<file path="src/router_node_congestion_cost_top_assert.svh">
// Assertion macros for the router node congestion cost block.
// Used by router_node_congestion_cost_top; no other dependencies.
`ifndef ROUTER_NODE_CONGESTION_COST_TOP_ASSERT_SVH
`define ROUTER_NODE_CONGESTION_COST_TOP_ASSERT_SVH
`ifndef SYNTHESIS
`define RNCC_ASSERT_IMPLIES(label, clk, rst_n, a, b) \
  label: assert property (@(posedge clk) disable iff (!rst_n) (a) |-> (b)) \
    else $error("rncc assertion failed");
`define RNCC_ASSERT_NEXT(label, clk, rst_n, a, b) \
  label: assert property (@(posedge clk) disable iff (!rst_n) (a) |=> (b)) \
    else $error("rncc assertion failed");
`else
`define RNCC_ASSERT_IMPLIES(label, clk, rst_n, a, b)
`define RNCC_ASSERT_NEXT(label, clk, rst_n, a, b)
`endif
`endif

</file>
<file path="src/rncc_pkg.sv">
// Shared types and constants for the router node congestion cost block.
// No dependencies.
`timescale 1ns / 1ps
package rncc_pkg;
  localparam int CFG_IDX_W = 8;
  localparam logic [CFG_IDX_W-1:0] CFG_CONG_WEIGHT = 8'd0;
  localparam logic [CFG_IDX_W-1:0] CFG_BIAS_FACTOR = 8'd1;
  localparam logic [15:0] CONG_WEIGHT_RST = 16'd256;
  localparam logic [15:0] BIAS_FACTOR_RST = 16'd0;
  localparam logic [23:0] COST_MAX = 24'hFFFFFF;
  localparam int QUO_W = 40;
  localparam int MAIN_DEN_W = 9;
  localparam int BIAS_DEN_W = 27;

  typedef struct packed {
    logic [15:0] base;
    logic [15:0] hist;
    logic [8:0]  over;
    logic [10:0] mdist;
    logic [10:0] span;
    logic [15:0] fanout;
    logic [8:0]  div_m;
  } fe_item_t;

  typedef struct packed {
    logic full;
    logic empty;
  } fifo_stat_t;
endpackage

</file>
<file path="src/rncc_fifo.sv">
// Two-entry queue between front end and back end.
// Depends on rncc_pkg.
`timescale 1ns / 1ps
module rncc_fifo import rncc_pkg::*; (
  input  logic       clk,
  input  logic       rst_n,
  input  logic       push,
  input  fe_item_t   push_item,
  input  logic       pop,
  output fe_item_t   head,
  output fifo_stat_t stat
);
  fe_item_t   mem [2];
  logic       wr_ptr_r, rd_ptr_r;
  logic [1:0] cnt_r, cnt_nxt;
  logic       do_push, do_pop;

  assign stat.full  = (cnt_r == 2'd2);
  assign stat.empty = (cnt_r == 2'd0);
  assign do_push = push && !stat.full;
  assign do_pop  = pop && !stat.empty;
  assign head = mem[rd_ptr_r];

  always_comb begin
    cnt_nxt = cnt_r + {1'b0, do_push} - {1'b0, do_pop};
  end

  always_ff @(posedge clk) begin
    if (!rst_n) begin
      wr_ptr_r <= 1'b0;
      rd_ptr_r <= 1'b0;
      cnt_r    <= 2'd0;
    end else begin
      if (do_push) wr_ptr_r <= ~wr_ptr_r;
      if (do_pop) rd_ptr_r <= ~rd_ptr_r;
      cnt_r <= cnt_nxt;
    end
  end

  always_ff @(posedge clk) begin
    if (do_push) begin
      mem[wr_ptr_r] <= push_item;
    end
  end
endmodule

</file>
<file path="config.mk">
export PLATFORM = sky130hd
export DESIGN_NAME = rncc_fifo
export DESIGN_NICKNAME = d
export VERILOG_FILES = /design/src/router_node_congestion_cost_top_assert.svh /design/src/rncc_pkg.sv /design/src/rncc_fifo.sv
export SDC_FILE = /design/constraint.sdc
export NUM_CORES = 1
export LEC_CHECK = 0
export BUFFER_PORTS_ARGS = -buffer_cell sky130_fd_sc_hd__buf_4
export CAP_MARGIN = 25
export CORE_ASPECT_RATIO = 0.75
export CORE_MARGIN = 4
export CORE_UTILIZATION = 30
export DETAILED_ROUTE_END_ITERATION = 10
export GPL_TIMING_DRIVEN = 0
export HOLD_SLACK_MARGIN = 0.12
export PLACE_DENSITY = 0.57
export SYNTH_ARGS = -nofsm -noshare
export SYNTH_HDL_FRONTEND = slang
export SYNTH_SLANG_ARGS = --single-unit
</file>
<file path="constraint.sdc">
create_clock -name clk -period 4.8 [get_ports clk]
set_input_delay 0.24 -clock clk [delete_from_list [all_inputs] [get_ports clk]]
set_output_delay 0.24 -clock clk [all_outputs]
set_load 0.01 [all_outputs]
</file>
==> results of run 1 <==
==> worst max path at each step <==
stage | start | endpoint | slack [ns] | cells after the start
3_5_place_dp | cnt_r[0]$_SDFF_PN0_ | mem[0][72]$_DFFE_PP_ | 2.91 | 5
2_1_floorplan | cnt_r[0]$_SDFF_PN0_ | mem[0][0]$_DFFE_PP_ | 0.008 | 3
4_1_cts | flop | head[7] | 2.78 | 4
5_1_grt | flop | head[71] | 2.76 | 5
6_report | flop | head[85] | 2.84 | 5
3_3_place_gp | cnt_r[0]$_SDFF_PN0_ | mem[0][81]$_DFFE_PP_ | -2.36 | 3
==> per-layer routing <==
layer | track usage | vias to the layer above | wire length (um)
met5 | 0 | - | 0
met2 | 0.187 | 126 | 6650
met3 | 0.0452 | 14 | 969
li1 | - | 1773 | -
met1 | 0.152 | 1880 | 6510
met4 | 0.0340 | 0 | 165
==> flip-flops by register name (all words and copies together), names as in the netlist, named ones only <==
register,cells
mem,176
cnt_r,2
rd_ptr_r,1
wr_ptr_r,1
==> layout make-up <==
type | count | area, um2 | area share
inverter | 3 | 11.3 | 0.00113
clock buffer | 20 | 437 | 0.0440
antenna | 1 | 2.50 | 0.000252
tap | 288 | 360 | 0.0363
multi-input combinational | 107 | 1200 | 0.121
sequential | 181 | 5390 | 0.542
buffer | 10 | 75.1 | 0.00756
timing repair buffer | 274 | 2340 | 0.235
clock inverter | 12 | 120 | 0.0121
==> placed cells by master (no fill, tap or decap), types with 2 or more instances in the layout <==
cell and instances:
buf_4 181, edfxtp_1 176, dlygate4sd3_1 89, mux2_2 68
mux2_4 20, clkbuf_16 17, buf_2 6, dfxtp_1 5
buf_6 4, nor2_1 4, inv_1 3, clkbuf_1 3
clkinv_4 3, inv_6 3, clkinvlp_4 3, buf_12 3
nand2b_1 2, nand2_1 2, and2_1 2, ha_1 2
==> where the power goes <==
| part | internal, uW | total (uW) | switching (uW) |
|---|---|---|---|
| sequential | 2030 | 2090 | 59.2 |
| combinational | 825 | 1530 | 705 |
| clock | 724 | 1310 | 589 |
==> kinds of logic after synthesis <==
kind of cell,Yosys count,share of synthesized area
AO/OA/AOI/OAI,1,0.00113
multiplexers,89,0.162
buffers and inverters,13,0.0130
AND/OR/NAND/NOR,13,0.00939
flip-flops,181,0.809
adder cells (fa/ha/maj),2,0.00376
XOR/XNOR,2,0.00263
==> metrics by stage <==
stage                     instances   util  total power (uW)
after detailed placement        774  0.395              3630
after CTS                       895  0.462              5010
after floorplan                 301      -              2930
after global routing            896  0.463              5190
after global placement          770  0.390              3610
final                           896  0.463              4930
==> tightest hold or removal path: stages <==
cell and delay, ns:
buf_4 0.09, nand2_1 0.12, mux2i_1 0.15
==> repair_timing <==
action / CTS / global route
setup endpoints to repair: 0 / 0
hold buffers: 89 / 0
hold endpoints to repair: 181 / 0
==> results by group, run 1 <==
Clock network
  – Post-CTS Resized: 0
  – CTS tree: done
  – CTS H-tree depth: 4
  – Root Buffer Master: clkbuf_16
  – Worst skew pair latency: 0.42 ns
  – Total CTS buffers: 17
  – Worst-case clock buffer depth: 2
  – Clock transition at path regs: 0.06 ns
  – Setup Fix Bufs, Post-CTS: 0
  – Num Clock Sinks: 181

Synthesis
  – Commonest cells in the netlist: edfxtp_1, mux2_2, mux2_4
  – Yosys cell types: 18
  – Post-Syn Nets: 395
  – Avg Cell Area, Syn: 22.1 um2
  – Top FF cell, synth: edfxtp_1
  – Ranking of synthesized cells by area: edfxtp_1, mux2_2, mux2_4
  – Synth Instances: 301
  – Post-synth top area share: 0.794
  – Sequential share of the synthesized area: 0.809
  – Synth Register Bits: 181
  – Ys async rst share: 0
  – Yosys Warn Count: 0
  – Synth Cell Area: 6660 um2
  – Area leader, netlist: edfxtp_1
  – Count leader, synth: edfxtp_1
  – Post-synth EDFFs: 176

Timing
  – Worst setup margin: 2.84 ns
  – Final Max Tran Viols: 0
  – Slew headroom: 0.631
  – Final period util: 0.408
  – Tmin final: 1.96 ns
  – RSZ-0062 raised after global routing: no
  – Final Skew: 0.0100 ns
  – Slew at the pin with the worst max-slew slack: 0.554 ns
  – Final Hold Viols: 0
  – TNS Setup: 0 ns
  – Final setup fails: 0
  – Fmax: 0.510 GHz
  – Hold WS: 0.229 ns

Setup path
  – CP Capture Type: output port
  – Most used cell, CP: buf_6
  – Worst Path Required: 4.56 ns
  – Nature of the critical path startpoint: flop
  – Critical R2R Launch: cnt_r[0]$_SDFF_PN0_
  – Maximum fanout along the worst path: 10
  – WP buf/inv: 4
  – FF-to-FF path depth: 5
  – CP delay by family, top: buffers and inverters
  – Worst-path cell chain: buf_6 > buf_6 > buf_6 > mux2_4 > buf_4
  – Crit path DAT: 1.72 ns
  – Setup CP Type: flop to output port
  – Worst path slowest cell: dfxtp_1
  – Crit path largest cell delay: 0.32 ns
  – Reg-to-reg setup timing slack: 2.93 ns
  – Reg2Reg Capture Point: mem[0][71]$_DFFE_PP_

Global routing
  – Initial antenna violation count: 1
  – Largest net degree at the start of global routing: 55
  – First-pass GRT wire length: 22700 um
  – Number of global-route vias before repair: 4189
  – Grt total ovfl: 0
  – Gr usage total: 0.118

Outcome
  – Outcome: finished clean

Floorplan
  – Std-Cell Rows: 46
  – Core area: 21500 um2
  – Chip width: 180 um
  – Initial Util: 0.310
  – Die Y: 137 um
  – Top-Level Pins: 182
  – Die Area: 24700 um2

Placed design
  – Dpl cell area: 8480 um2
  – DP Wirelength: 9610 um
  – Placement Setup Slack: 2.91 ns
  – GP Congestion: 0.722
  – Port-buffer cells: 181

Power and ir drop
  – Leak: 0.00376 uW
  – Pwr/cell area: 497 nW/um2
  – Max IR drop VDD: 0.000216 V

Detailed routing
  – Total Wirelength: 14300 um
  – Remaining DRCs: 0
  – Via count: 3793
  – DR iter-0 viols: 137
  – ANT nets after route: 0
  – Via-per-instance ratio: 4.23
  – Drt first pass iters: 4
  – Drt wl/cell: 16.0 um

Flow run
  – MaxCap Viol Count: 0

Cells and area
  – Fillers: 1840
  – Post-route cell area: 9930 um2
  – Layout cells sized above 1: 0.516
  – Area Growth Syn to Fin: 49.1%
  – Nets: 688

Worst hold path
  – Hold path cells: 3
  – Hold Path Origin: push
  – HP Class: input pin to flop
  – Endpoint, Worst Hold: wr_ptr_r$_SDFFE_PN0P_
No activity file was read; power rests on OpenSTA's default activity.
==> inputs of run 2 (changes only) <==
==> constraint.sdc (replaced) <==
create_clock -name clk -period 1.6 [get_ports clk]
set_input_delay 0.08 -clock clk [delete_from_list [all_inputs] [get_ports clk]]
set_output_delay 0.08 -clock clk [all_outputs]
set_load 0.01 [all_outputs]
==> run 2 against run 1 <==
Net effect: the run now ends with setup timing left; die area stayed put; sequential share of layout area is 3.9 points lower; wire length is 8.3% higher; non-clock buffer count is 18 higher; sequential power grew to 3.0 times the previous value; critical path depth stayed put; largest power group unchanged; clock power grew to 3.2 times the previous value; cell count is 2.0% higher; critical path type unchanged; total power grew to 3.4 times the previous value; largest cell class unchanged; setup slack worse by 2.9 ns.
==> results by group, run 2 (synthesis results as in run 1) <==
Power and ir drop
  – Max IR drop VDD: 0.000909 V (was 0.000216 V)
  – Sw frac: 0.268 (was 0.274)
  – Leak: 0.00414 uW (was 0.00376 uW)
  – Pwr/cell area: 1550 nW/um2 (was 497 nW/um2)
  – Clock share of power: 0.256 (was 0.266)
  – Internal power: 12100 uW (was 3580 uW)
  – Combinational group share of total power: 0.364 (was 0.310)
  – Sw Pwr: 4440 uW (was 1350 uW)
  – Flop pwr share: 0.381 (was 0.424)

Setup path
  – Setup CP Type: flop to output port (unchanged)
  – Crit path largest cell delay: 0.34 ns (was 0.32 ns)
  – WP buf/inv: 4 (unchanged)
  – Critical R2R Launch: cnt_r[1]$_SDFF_PN0_ (was cnt_r[0]$_SDFF_PN0_)
  – Worst path slowest cell: dfxtp_2 (was dfxtp_1)
  – CP delay by family, top: buffers and inverters (unchanged)
  – Reg-to-reg setup timing slack: 0.04 ns (was 2.93 ns)
  – FF-to-FF path depth: 7 (was 5)
  – Crit path DAT: 1.63 ns (was 1.72 ns)
  – CP Capture Type: output port (unchanged)
  – Nature of the critical path startpoint: flop (unchanged)
  – Reg2Reg Capture Point: cnt_r[1]$_SDFF_PN0_ (was mem[0][71]$_DFFE_PP_)
  – Worst setup endpoint: head[80] (was head[85])
  – Worst-path cell chain: buf_12 > buf_12 > buf_12 > mux2_4 > buf_6 (was buf_6 > buf_6 > buf_6 > mux2_4 > buf_4)
  – Maximum fanout along the worst path: 10 (unchanged)
  – Levels on crit path: 5 (unchanged)
  – Most used cell, CP: buf_12 (was buf_6)
  – Worst Path Required: 1.52 ns (was 4.56 ns)

Global routing
  – Layer with the highest usage: met2 (unchanged)
  – First-pass GRT wire length: 23400 um (was 22700 um)
  – Gr usage total: 0.124 (was 0.118)
  – Met2 Use GR: 0.209 (was 0.187)
  – Number of global-route vias before repair: 4247 (was 4189)
  – GR Util met1: 0.150 (was 0.152)
  – Grt total ovfl: 0 (unchanged)
  – GR Layer Usage met3: 0.0457 (was 0.0452)
  – Largest net degree at the start of global routing: 45 (was 55)
  – Initial antenna violation count: 0 (was 1)

Floorplan
  – Top-Level Pins: 182 (unchanged)
  – Die Area: 24700 um2 (unchanged)
  – Chip width: 180 um (unchanged)
  – Core area: 21500 um2 (unchanged)
  – Initial Util: 0.310 (unchanged)
  – Die Y: 137 um (unchanged)
  – Std-Cell Rows: 46 (unchanged)

Flow run
  – MaxCap Viol Count: 0 (unchanged)

Clock network
  – Worst skew pair latency: 0.41 ns (was 0.42 ns)
  – Worst-case clock buffer depth: 2 (unchanged)
  – Clock transition at path regs: 0.07 ns (was 0.06 ns)
  – CTS H-tree depth: 4 (unchanged)
  – Root Buffer Master: clkbuf_16 (unchanged)
  – Num Clock Sinks: 181 (unchanged)
  – Total CTS buffers: 17 (unchanged)
  – CTS tree: done (unchanged)

Cells and area
  – Most flop-heavy register: mem (unchanged)
  – Nets: 708 (was 688)
  – Max reg flops: 176 (unchanged)
  – Util after Layout: 0.498 (was 0.463)
  – Most frequent cells in the layout: edfxtp_1, buf_4, dlygate4sd3_1 (was buf_4, edfxtp_1, dlygate4sd3_1)
  – Largest registers: mem x176, cnt_r x2 (unchanged)
  – Post-route insts no fill: 914 (was 896)
  – Area Growth Syn to Fin: 60.6% (was 49.1%)
  – Diode count: 0 (was 1)
  – Commonest non-fill, non-tap cell in the layout: edfxtp_1 (was buf_4)
  – Layout cells sized above 1: 0.543 (was 0.516)

Timing
  – Tmin final: 1.71 ns
  – Slew at the pin with the worst max-slew slack: 0.391 ns (was 0.554 ns)
  – Final setup fails: 88 (was 0)
  – Slew headroom: 0.739 (was 0.631)
  – TNS Setup: -6.17 ns (was 0 ns)
  – Final Hold Viols: 0 (unchanged)
  – Final Skew: 0.00881 ns (was 0.0100 ns)
  – Worst setup margin: -0.108 ns (was 2.84 ns)
  – Final period util: 1.07
  – Fmax: 0.586 GHz
  – RSZ-0062 raised after global routing: yes (was no)
  – Final Max Tran Viols: 0 (unchanged)

Detailed routing
  – DR iter-0 viols: 142 (was 137)
  – Total Wirelength: 15500 um (was 14300 um)
  – ANT nets after route: 0 (unchanged)
  – Drt wl/cell: 16.9 um (was 16.0 um)
  – Drt first pass iters: 4 (unchanged)
  – Remaining DRCs: 0 (unchanged)
  – Via-per-instance ratio: 4.25 (was 4.23)
  – Via count: 3882 (was 3793)

Outcome
  – Outcome: complete, but fails checks (was finished clean)
  – Failing checks: setup timing

Placed design
  – GP Congestion: 0.759 (was 0.722)
  – Port-buffer cells: 181 (unchanged)
  – DP Wirelength: 9510 um (was 9610 um)
  – Placed Instances: 774 (unchanged)

Worst hold path
  – HP Class: input pin to flop (unchanged)
[run 2: cell types whose count changed in the layout (fill, tap and decap cells not counted), sizes merged]
| cell | delta |
|---|---|
| inv | +1 |
| dlygate4sd3 | +2 |
| and3 | +2 |
| clkinvlp | -2 |
| diode | -1 |
| clkbuf | -2 |
| buf | +16 |
| bufinv | +2 |
[run 2: timing repair]
action / in CTS / in global routing
pin swaps: 2 / 4
cloned: 4 / 0
setup buffers: 14 / 3
endpoints found under the setup margin: 193 / 89
hold endpoints to repair: 181 / 0
hold buffers: 91 / 0
resized for setup: 106 / 38
[run 2: area by class of cell]
type | instances | area [um2]
Timing Repair Buffer | 295 | 2810
Buffer | 7 | 128
Sequential cell | 181 | 5390
Multi-Input combinational cell | 109 | 1400
Clock buffer | 18 | 429
Fill cell | 1772 | 10800
Inverter | 3 | 11.3
Clock inverter | 13 | 170
Tap cell | 288 | 360
[run 2: per-layer routing]
metal  wire (um)  vias up  part of all wire
met5           0        -                 0
met4         234        0             0.015
met3         963       16             0.062
met2        7570      129              0.49
met1        6720     1925              0.43
li1            -     1812                 -
[run 2: worst min-delay path by stage]
| stage | start | endpoint | slack [ns] | depth (start not counted) |
|---|---|---|---|---|
| detailed placement | push_item[11] | mem[1][11]$_DFFE_PP_ | 0.27 | 1 |
| global route | push_item[36] | mem[1][36]$_DFFE_PP_ | 0.36 | 2 |
| floorplan | push_item[0] | mem[0][0]$_DFFE_PP_ | 0.18 | 0 |
| CTS | push_item[34] | mem[0][34]$_DFFE_PP_ | 0.36 | 2 |
| finish | push_item[34] | mem[0][34]$_DFFE_PP_ | 0.38 | 2 |
| global placement | push_item[21] | mem[0][21]$_DFFE_PP_ | 0.27 | 1 |
[run 2: worst register-to-register path: stages (launching register included)]
cell and delay [ns]:
dfxtp_2 0.35, o21a_1 0.23, ha_4 0.28, inv_2 0.03, ha_2 0.18, xor2_1 0.16
and2_1 0.14, nor3_1 0.11
[run 2: stage by stage]
stage | power, uW | area, um2 | hold slack [ns] | setup slack, ns
after floorplan | 8770 | 6690 | 0.179 | -0.651
after detailed placement | 10900 | 8500 | 0.267 | -0.265
final | 16600 | 10700 | 0.383 | -0.108
after global placement | 10700 | 8400 | 0.265 | -1.40
after CTS | 16600 | 10600 | 0.360 | -0.149
after global routing | 17300 | 10700 | 0.361 | -0.170
[run 2: power by group through the flow]
stage               Sequential, uW  Combinational, uW  Clock [uW]
floorplan                     6360               2410           0
global placement              6410               4330           0
detailed placement            6400               4540           0
CTS                           6320               5930        4370
global route                  6380               6400        4560
finish                        6320               6030        4240
