<file path="config.mk">
export PLATFORM = sky130hd
export DESIGN_NAME = rncc_front
export DESIGN_NICKNAME = d
export VERILOG_FILES = /design/src/router_node_congestion_cost_top_assert.svh /design/src/rncc_pkg.sv /design/src/rncc_front.sv
export SDC_FILE = /design/constraint.sdc
export NUM_CORES = 1
export LEC_CHECK = 0
export ABC_CLOCK_PERIOD_IN_PS = 6500
export BUFFER_PORTS_ARGS = -buffer_cell sky130_fd_sc_hd__buf_2
export CORE_MARGIN = 2
export CORE_UTILIZATION = 50
export DETAILED_ROUTE_END_ITERATION = 10
export GPL_TIMING_DRIVEN = 0
export PLACE_DENSITY = 0.9
export REMOVE_ABC_BUFFERS = 1
export SETUP_SLACK_MARGIN = 0.02
export SLEW_MARGIN = 5
export SYNTH_ARGS = -nofsm -noshare
export SYNTH_HDL_FRONTEND = slang
export SYNTH_SLANG_ARGS = --single-unit
</file>
<file path="constraint.sdc">
create_clock -name clk -period 6.5 [get_ports clk]
set_clock_uncertainty 0.15 [all_clocks]
set_input_delay 1.3 -clock clk [delete_from_list [all_inputs] [get_ports clk]]
set_output_delay 1.3 -clock clk [all_outputs]
set_load 0.01 [all_outputs]
</file>
<file path="src/router_node_congestion_cost_top_assert.svh">
// Assertion macros for the router node congestion cost block.
// Used by router_node_congestion_cost_top; no other dependencies.
`ifndef ROUTER_NODE_CONGESTION_COST_TOP_ASSERT_SVH
`define ROUTER_NODE_CONGESTION_COST_TOP_ASSERT_SVH
`ifndef SYNTHESIS
`define RNCC_ASSERT_IMPLIES(label, clk, rst_n, a, b) \
  label: assert property (@(posedge clk) disable iff (!rst_n) (a) |-> (b)) \
    else $error("rncc assertion failed");
`define RNCC_ASSERT_NEXT(label, clk, rst_n, a, b) \
  label: assert property (@(posedge clk) disable iff (!rst_n) (a) |=> (b)) \
    else $error("rncc assertion failed");
`else
`define RNCC_ASSERT_IMPLIES(label, clk, rst_n, a, b)
`define RNCC_ASSERT_NEXT(label, clk, rst_n, a, b)
`endif
`endif

</file>
<file path="src/rncc_pkg.sv">
// Shared types and constants for the router node congestion cost block.
// No dependencies.
`timescale 1ns / 1ps
package rncc_pkg;
  localparam int CFG_IDX_W = 8;
  localparam logic [CFG_IDX_W-1:0] CFG_CONG_WEIGHT = 8'd0;
  localparam logic [CFG_IDX_W-1:0] CFG_BIAS_FACTOR = 8'd1;
  localparam logic [15:0] CONG_WEIGHT_RST = 16'd256;
  localparam logic [15:0] BIAS_FACTOR_RST = 16'd0;
  localparam logic [23:0] COST_MAX = 24'hFFFFFF;
  localparam int QUO_W = 40;
  localparam int MAIN_DEN_W = 9;
  localparam int BIAS_DEN_W = 27;

  typedef struct packed {
    logic [15:0] base;
    logic [15:0] hist;
    logic [8:0]  over;
    logic [10:0] mdist;
    logic [10:0] span;
    logic [15:0] fanout;
    logic [8:0]  div_m;
  } fe_item_t;

  typedef struct packed {
    logic full;
    logic empty;
  } fifo_stat_t;
endpackage

</file>
<file path="src/rncc_front.sv">
// Front end: accepts items, clamps coordinates and classifies over-capacity.
// Depends on rncc_pkg.
`timescale 1ns / 1ps
module rncc_front import rncc_pkg::*; #(
  parameter int GRID_SIZE = 1024
) (
  input  logic       clk,
  input  logic       rst_n,
  input  logic       accept,
  input  logic [9:0] node_x,
  input  logic [9:0] node_y,
  input  logic [9:0] center_x,
  input  logic [9:0] center_y,
  input  logic [10:0] net_span,
  input  logic [15:0] net_fanout,
  input  logic [15:0] node_base,
  input  logic [7:0] channel_width,
  input  logic [15:0] node_hist,
  input  logic [7:0] bound_count,
  input  logic [7:0] own_uses,
  input  fifo_stat_t q_stat,
  output logic       push,
  output fe_item_t   item_r,
  output logic       hold
);
  localparam logic [16:0] LIM = 17'(GRID_SIZE - 1);

  logic       vld_r, vld_nxt;
  fe_item_t   item_nxt;
  logic [9:0] nx, ny, cx, cy, dx, dy, ov;

  function automatic logic [9:0] clamp(input logic [9:0] v);
    clamp = ({7'b0, v} > LIM) ? LIM[9:0] : v;
  endfunction

  assign hold = vld_r && q_stat.full;
  assign push = vld_r && !q_stat.full;

  always_comb begin
    nx = clamp(node_x);
    ny = clamp(node_y);
    cx = clamp(center_x);
    cy = clamp(center_y);
    dx = (nx > cx) ? nx - cx : cx - nx;
    dy = (ny > cy) ? ny - cy : cy - ny;
    ov = {2'b0, bound_count} + 10'd1 - {2'b0, channel_width} - {9'b0, |own_uses};
    item_nxt.base   = node_base;
    item_nxt.hist   = node_hist;
    item_nxt.over   = (!ov[9] && ov != 10'd0) ? ov[8:0] : 9'd0;
    item_nxt.mdist  = {1'b0, dx} + {1'b0, dy};
    item_nxt.span   = (net_span == 11'd0) ? 11'd1 : net_span;
    item_nxt.fanout = (net_fanout == 16'd0) ? 16'd1 : net_fanout;
    item_nxt.div_m  = {1'b0, own_uses} + 9'd1;
    vld_nxt = accept ? 1'b1 : (push ? 1'b0 : vld_r);
  end

  always_ff @(posedge clk) begin
    if (!rst_n) begin
      vld_r <= 1'b0;
    end else begin
      vld_r <= vld_nxt;
    end
  end

  always_ff @(posedge clk) begin
    if (accept) begin
      item_r <= item_nxt;
    end
  end
endmodule

</file>
==> results.md, run 1 <==
- Largest net degree at the start of global routing: 72
- Post-Place Cells: 847
- Hold Vio Cnt, Final: 0
- RSZ-0062 raised after global routing: no
- DRT antenna net count: 0
- Initial Utilization: 51.7%
- Number of cells produced by synthesis: 521
- Post_cts resized: 0
- Hold_sp: vld_r
- First-pass detailed-route iteration total: 5
- Critical-path cell list: buf_2, inv_1, ha_1, inv_1, fa_1, a21oi_1, o211ai_1, a221oi_1, a21oi_1, mux2_2, ha_1, a21o_1, a21oi_1, o21ai_0, or4_1, a2111o_1, o211ai_1
- End-of-flow core utilization: 65.5%
- Share of the yosys chip area belonging to registers: 46.9%
- Non-Filler Instances: 871
- PortBufs: 216
- Setup Crit Path Kind: in2reg
- CTS tree: yes
- # clock sinks: 89
- Max Cap Violations: 0
- Warnings from Yosys: 0
- Worst hold slack: approximately 450 ps
- Max FO, Critical Path: 9
- Gr usage total: 23.1%
- Core footprint: 11000 um2
- First-pass GRT wire length: around 23000 um
- Io pins: 218
- Synth Flop Type: edfxtp_1
- Power per cell area: 270 nW/um2
- Crit. End Element: register
- Status: finished clean
- Crit path time final: 5600 ps
- Worst Path Required: 6500 ps
- Layout cells sized above 1: 33.7%
- Reg2Reg Setup Slack: ~5600 ps
- Yosys reg bits: 89
- Max H-tree Level: 3
- Overflow after GRT: 0
- R2R depth: 2
- Detailed Route WL: 14300 um
- Critical R2R Capture: vld_r
- Max Buffers Root-to-Sink: 2
- Die height: 111 um
- Synth Area per Inst: ~11 um2
- Setup violations, final: 0
- Synthesized area: 5680 um2
- Hold Path Class: reg2reg
- EDFF count, synth: 88
- CP Launch Type: input pin
- Cts hold-fix bufs: 0
- Worst slew pin tran: 1080 ps
- Vias in the first global route: 4703
- Most frequent cells in the layout: buf_2 (215), edfxtp_1 (88), inv_1 (79)
- Synthesis-to-layout area growth: 26.7%
- P_leak: 3.51 nW
- Final period utilization: a little under nine tenths
- Hold path depth: 2
- Crit-path most repeated cell: a21oi_1
- Commonest non-fill, non-tap cell in the layout: buf_2
- Reg-to-Reg Start: vld_r
- Sink of the worst hold path: vld_r
- Max-slew violations: 0
- WL per Instance: approximately 16 um
- DR DRC count: 0
- Mean number of vias per cell: 5.29
- Crit-path max cell delay: 840 ps
- Slowest-stage cell, CP: a21oi_1
- Die Area: ~12000 um2
- Max Fclk: 0.179 GHz
- CP Data Arrival Time: 5590 ps
- Worst-Skew Late Latency: 330 ps
- Root Buffer: clkbuf_16
- Die X: 111 um
- DP HPWL: between 10000 and 15000 um
- Placer's final routability congestion estimate: 0.951
- Synth cell types: 50
- Antenna violations before repair: 8
- Num CTS Buffers: 9
- Setup TNS: 0 ps
- Clk pin slew, worst setup/hold paths: 60 ps
- Async SR Flop Fraction: 0%
- First DRT Iteration DRCs: ~280
- Tot Pwr: 1.94 mW
- Rows: 38
- Maximum ir drop on the vdd rail: 167 uV
- Vias: 4606
- Number of setup buffers added after CTS: 0
- Final nets: 924
- Max-slew headroom: 28.1%
[flip-flops by register name, indices dropped and copies added, names as in the netlist]
register / count
vld_r: 1
item_r: 88
[synthesized netlist by cell type (3+ instances only)]
cell type,instances,area share [%]
nor2b_1,9,0.99
o41ai_1,3,0.46
a21o_1,10,1.3
nand4_1,3,0.33
a211oi_1,3,0.40
inv_1,79,5.2
nand2_1,18,1.2
nor3_1,13,1.1
a21oi_1,25,2.2
mux2i_1,15,2.6
nand3_1,6,0.53
xor2_1,15,2.3
a31oi_1,3,0.33
nor4_1,7,0.77
clkbuf_1,30,2.0
fa_1,7,2.5
nor2_1,31,2.0
o21a_1,4,0.53
nand2b_1,9,0.99
edfxtp_1,88,47
xnor2_1,14,2.2
o211ai_1,3,0.40
ha_1,71,16
o21ai_0,18,1.6
[power breakdown]
part	switching, mW	internal [mW]	total (mW)
registers	0.0219	0.737	0.759
logic	0.363	0.282	0.645
clock network	0.208	0.331	0.538
total	0.593	1.35	1.94
[critical path: cells and delay by family]
family,cells,cell delay (ps)
buffers and inverters,3,240
adder cells (fa/ha/maj),3,710
multiplexers,1,440
AND/OR/NAND/NOR,1,450
AO/OA/AOI/OAI,9,2430
[cells by family after synthesis]
kind of cell,count (synthesis),synth area share (%)
flip-flops,89,46.9
AND/OR/NAND/NOR,108,9.49
AO/OA/AOI/OAI,87,10.1
buffers and inverters,111,7.38
XOR/XNOR,30,4.76
adder cells (fa/ha/maj),78,18.1
multiplexers,18,3.30
[layer usage]
metal	share of wire, %	wire [um]	GRT usage, %	vias up
met4	4.0	575	14.5	0
met1	38	5490	25.4	2141
li1	-	-	-	2219
met2	52	7490	41.4	209
met5	0	0	0	-
met3	5.2	749	3.79	37
[per-stage QoR]
step | setup slack, ps | area (um2)
after floorplan | 1130 | 5560
after global placement | 579 | 6810
after detailed placement | 590 | 6860
after CTS | 925 | 7170
after global routing | 572 | 7190
final | 904 | 7190
[worst max path at each step]
stage	from	end	slack (ps)	cells after the start
detailed placement	node_x[0]	item_r[45]	590	17
floorplan	node_y[7]	item_r[45]	1130	13
global route	node_x[0]	item_r[45]	570	17
global placement	node_y[7]	item_r[45]	580	14
CTS	node_x[0]	item_r[45]	930	17
finish	node_x[0]	item_r[45]	900	17
[cell type report]
class | instances | area [um2]
Fill cell | 880 | 3790
Clock inverter | 3 | 47.5
Antenna cell | 8 | 20.0
Clock buffer | 13 | 270
Inverter | 79 | 297
Tap cell | 140 | 175
Multi-Input combinational cell | 321 | 2600
Sequential cell | 89 | 2660
Timing Repair Buffer | 218 | 1120
Note: power is estimated with default switching activity, not from simulation.
==> inputs of run 2 (changes only) <==
ABC_AREA = 1   (was default)
CORE_UTILIZATION = 51   (was 50)
==> run 2 against run 1 <==
Net effect: clock-buffer cell count shrank 3; clock power up 2%; die area rose by 8.7%; largest power group unchanged; sequential share of layout area is 3.0 points lower; design area increased by 8.8%; sequential cell count did not move; routed wire length grew 12%; global-route usage is 0.54 points higher; combinational power increased by 7.6%; maximum frequency rose by 27%; core utilization decreased by 0.61 points; synthesized cell count is 41% higher.
==> results.md, run 2 <==
- Slowest-stage cell, CP: fa_1 (was a21oi_1)
- Worst hold slack: 412 ps (was 453 ps)
- Synth Area per Inst: 8.59 um2 (was 10.9 um2)
- Layout cells sized above 1: 27.5% (was 33.7%)
- Worst Path Required: 6420 ps (was 6500 ps)
- Initial Utilization: 52.4% (was 51.7%)
- Top cell type's share of synthesized area: 41.8% (was 46.5%)
- Io pins: 218 (unchanged)
- Die height: 115 um (was 111 um)
- First-pass detailed-route iteration total: 5 (unchanged)
- Max FO, Critical Path: 14 (was 9)
- Max Fclk: 0.228 GHz (was 0.179 GHz)
- Max FFs per register: 88 (unchanged)
- Vias in the first global route: 5169 (was 4703)
- Gr usage total: 23.7% (was 23.1%)
- Worst slew pin tran: 432 ps (was 1080 ps)
- DR DRC count: 0 (unchanged)
- PortBufs: 216 (unchanged)
- Rows: 40 (was 38)
- Status: finished clean (unchanged)
- Crit path time final: 4390 ps (was 5600 ps)
- # clock sinks: 89 (unchanged)
- Yosys reg bits: 89 (unchanged)
- Cts hold-fix bufs: 0 (unchanged)
- Largest net degree at the start of global routing: 71 (was 72)
- Critical-path cell list: buf_2, inv_1, ha_1, inv_1, fa_1, nand3_1, nand2_2, nand2_1, nand2_2, nand2_1, nand2_1, nand2_2, o21ai_0, o21ai_1, inv_1, ha_1, a21oi_1, o21ai_0, nor2_1, o21ai_0, xor2_1 (was buf_2, inv_1, ha_1, inv_1, fa_1, a21oi_1, o211ai_1, a221oi_1, a21oi_1, mux2_2, ha_1, a21o_1, a21oi_1, o21ai_0, or4_1, a2111o_1, o211ai_1)
- Final period utilization: 67.6% (was 86.1%)
- Power per cell area: 256 nW/um2 (was 270 nW/um2)
- R2R depth: 3 (was 2)
- CP Launch Type: input pin (unchanged)
- Synth area leaders: edfxtp_1 (42%), ha_1 (14%), inv_1 (9.3%) (was edfxtp_1 (47%), ha_1 (16%), inv_1 (5.2%))
- Synth cell types: 35 (was 50)
- Crit-path max cell delay: 410 ps (was 840 ps)
- Synth Flop Type: edfxtp_1 (unchanged)
- Sink of the worst hold path: vld_r (unchanged)
- Top-count cell post-synth: inv_1 (was edfxtp_1)
- Antenna violations before repair: 5 (was 8)
- Vias: 5440 (was 4606)
- Grt met3 use: 4.01% (was 3.79%)
- Max-slew headroom: 71.0% (was 28.1%)
- First-pass GRT wire length: 24300 um (was 22500 um)
- Commonest non-fill, non-tap cell in the layout: buf_2 (unchanged)
- Setup violations, final: 0 (unchanged)
- Hold_sp: vld_r (unchanged)
- WL per Instance: 14.4 um (was 16.4 um)
- CTS tree: yes (unchanged)
- EDFF count, synth: 88 (unchanged)
- Max Buffers Root-to-Sink: 2 (unchanged)
- Biggest regs: item_r: 88 flops, vld_r: 1 flops (unchanged)
- Placer's final routability congestion estimate: 0.956 (was 0.951)
- Most frequent cells in the layout: buf_2 (215), inv_1 (156), nand2_1 (150) (was buf_2 (215), edfxtp_1 (88), inv_1 (79))
- Die Area: 13300 um2 (was 12200 um2)
- GR Layer Usage met1: 25.8% (was 25.4%)
- Warnings from Yosys: 0 (unchanged)
- Hold path depth: 3 (was 2)
- Async SR Flop Fraction: 0% (unchanged)
- P_leak: 4.17 nW (was 3.51 nW)
- Core footprint: 12100 um2 (was 11000 um2)
- Share of the yosys chip area belonging to registers: 42.2% (was 46.9%)
- Setup TNS: 0 ps (unchanged)
- Max Cap Violations: 0 (unchanged)
- Clk pin slew, worst setup/hold paths: 60 ps (about the same)
- Post_cts resized: 0 (unchanged)
- Synth cell count leaders: inv_1 (156), nand2_1 (150), edfxtp_1 (88), ha_1 (71), nand3_1 (37) (was edfxtp_1 (88), inv_1 (79), ha_1 (71), nor2_1 (31), clkbuf_1 (30))
- CP Data Arrival Time: 4320 ps (was 5590 ps)
- Hold Path Class: reg2reg (unchanged)
- Reg2Reg Setup Slack: 5690 ps (was 5630 ps)
- Final nets: 1138 (was 924)
- Post-synth top area cell: edfxtp_1 (unchanged)
- RSZ-0062 raised after global routing: no (unchanged)
- Num CTS Buffers: 9 (unchanged)
- Synthesized area: 6320 um2 (was 5680 um2)
- Overflow after GRT: 0 (unchanged)
- Detailed Route WL: 16000 um (was 14300 um)
- Non-Filler Instances: 1110 (was 871)
- Number of cells produced by synthesis: 735 (was 521)
- DP HPWL: 12800 um (was 11700 um)
- Root Buffer: clkbuf_16 (unchanged)
- Die X: 115 um (was 111 um)
- Met2 Use GR: 43.7% (was 41.4%)
- Maximum ir drop on the vdd rail: 135 uV (was 167 uV)
- Setup Crit Path Kind: in2reg (unchanged)
- Post-Place Cells: 1089 (was 847)
- Number of setup buffers added after CTS: 0 (unchanged)
- Biggest register: item_r (unchanged)
- First DRT Iteration DRCs: 340 (was 284)
- Max H-tree Level: 3 (unchanged)
- DRT antenna net count: 0 (unchanged)
- Hold Vio Cnt, Final: 0 (unchanged)
- Synthesis-to-layout area growth: 23.9% (was 26.7%)
- Worst-Skew Late Latency: 340 ps (was 330 ps)
- Crit. End Element: register (unchanged)
- Reg-to-Reg Start: vld_r (unchanged)
- Most Crowded Layer GR: met2 (unchanged)
- Max-slew violations: 0 (unchanged)
- Critical R2R Capture: vld_r (unchanged)
- Mean number of vias per cell: 4.90 (was 5.29)
## run 2: metrics by stage
stage	utilization, %	cell area (um2)	worst slack, ps	power (mW)
floorplan	-	6170	2370	1.22
detailed placement	62.1	7500	1850	1.46
global placement	61.9	7470	1890	1.44
global route	64.9	7830	1860	2.13
CTS	64.8	7820	2200	2.01
finish	64.9	7830	2110	2.01
## run 2: cells by family (layout without fill, tap and decap cells)
| kind of cell | count (synthesis) | count (layout) | share of synthesized area (%) |
|---|---|---|---|
| other | 0 | 5 | 0 |
| AOI/OAI and AO/OA | 79 | 79 | 7.11 |
| buffers and inverters | 193 | 395 | 11.9 |
| adders and majority gates | 78 | 78 | 16.3 |
| xor gates and xnor gates | 34 | 34 | 4.71 |
| and+or+nand+nor | 262 | 262 | 17.9 |
| DFF | 89 | 89 | 42.2 |
## run 2: how the worst max path moves through the flow
stage	from	endpoint	slack (ps)
2_1_floorplan	node_x[0]	item_r[44]	2370
3_5_place_dp	node_x[0]	item_r[43]	1850
6_report	node_x[0]	item_r[43]	2110
4_1_cts	node_x[0]	item_r[43]	2200
3_3_place_gp	node_x[0]	item_r[43]	1890
5_1_grt	node_x[0]	item_r[43]	1860
## run 2: layer usage
metal	routed length, um	part of all wire [%]	vias up
li1	-	-	2732
met1	6040	38	2455
met2	8370	52	211
met3	905	5.7	42
met4	641	4.0	0
met5	0	0	-
## run 2: critical path: cells and delay by family
family | cells | cell delay, ps
adder cells (fa/ha/maj) | 3 | 930
XOR/XNOR | 1 | 170
AO/OA/AOI/OAI | 5 | 690
buffers and inverters | 4 | 290
AND/OR/NAND/NOR | 8 | 940
## run 2: layout make-up
cell class	count	area, um2
diodes	5	12.5
well taps	168	210
clock buffers	10	229
inverters	162	608
multi-input cells	453	2900
repair buffers	217	1110
clock inverters	6	90.1
flip-flops and latches	89	2660
fillers	1004	4230
## run 2: report_power, final
part	switching [mW]	total (mW)	leakage [nW]	internal, mW
clock network	0.210	0.548	0.148	0.338
logic	0.423	0.694	3.15	0.272
registers	0.0296	0.765	0.868	0.736
total	0.662	2.01	4.17	1.35
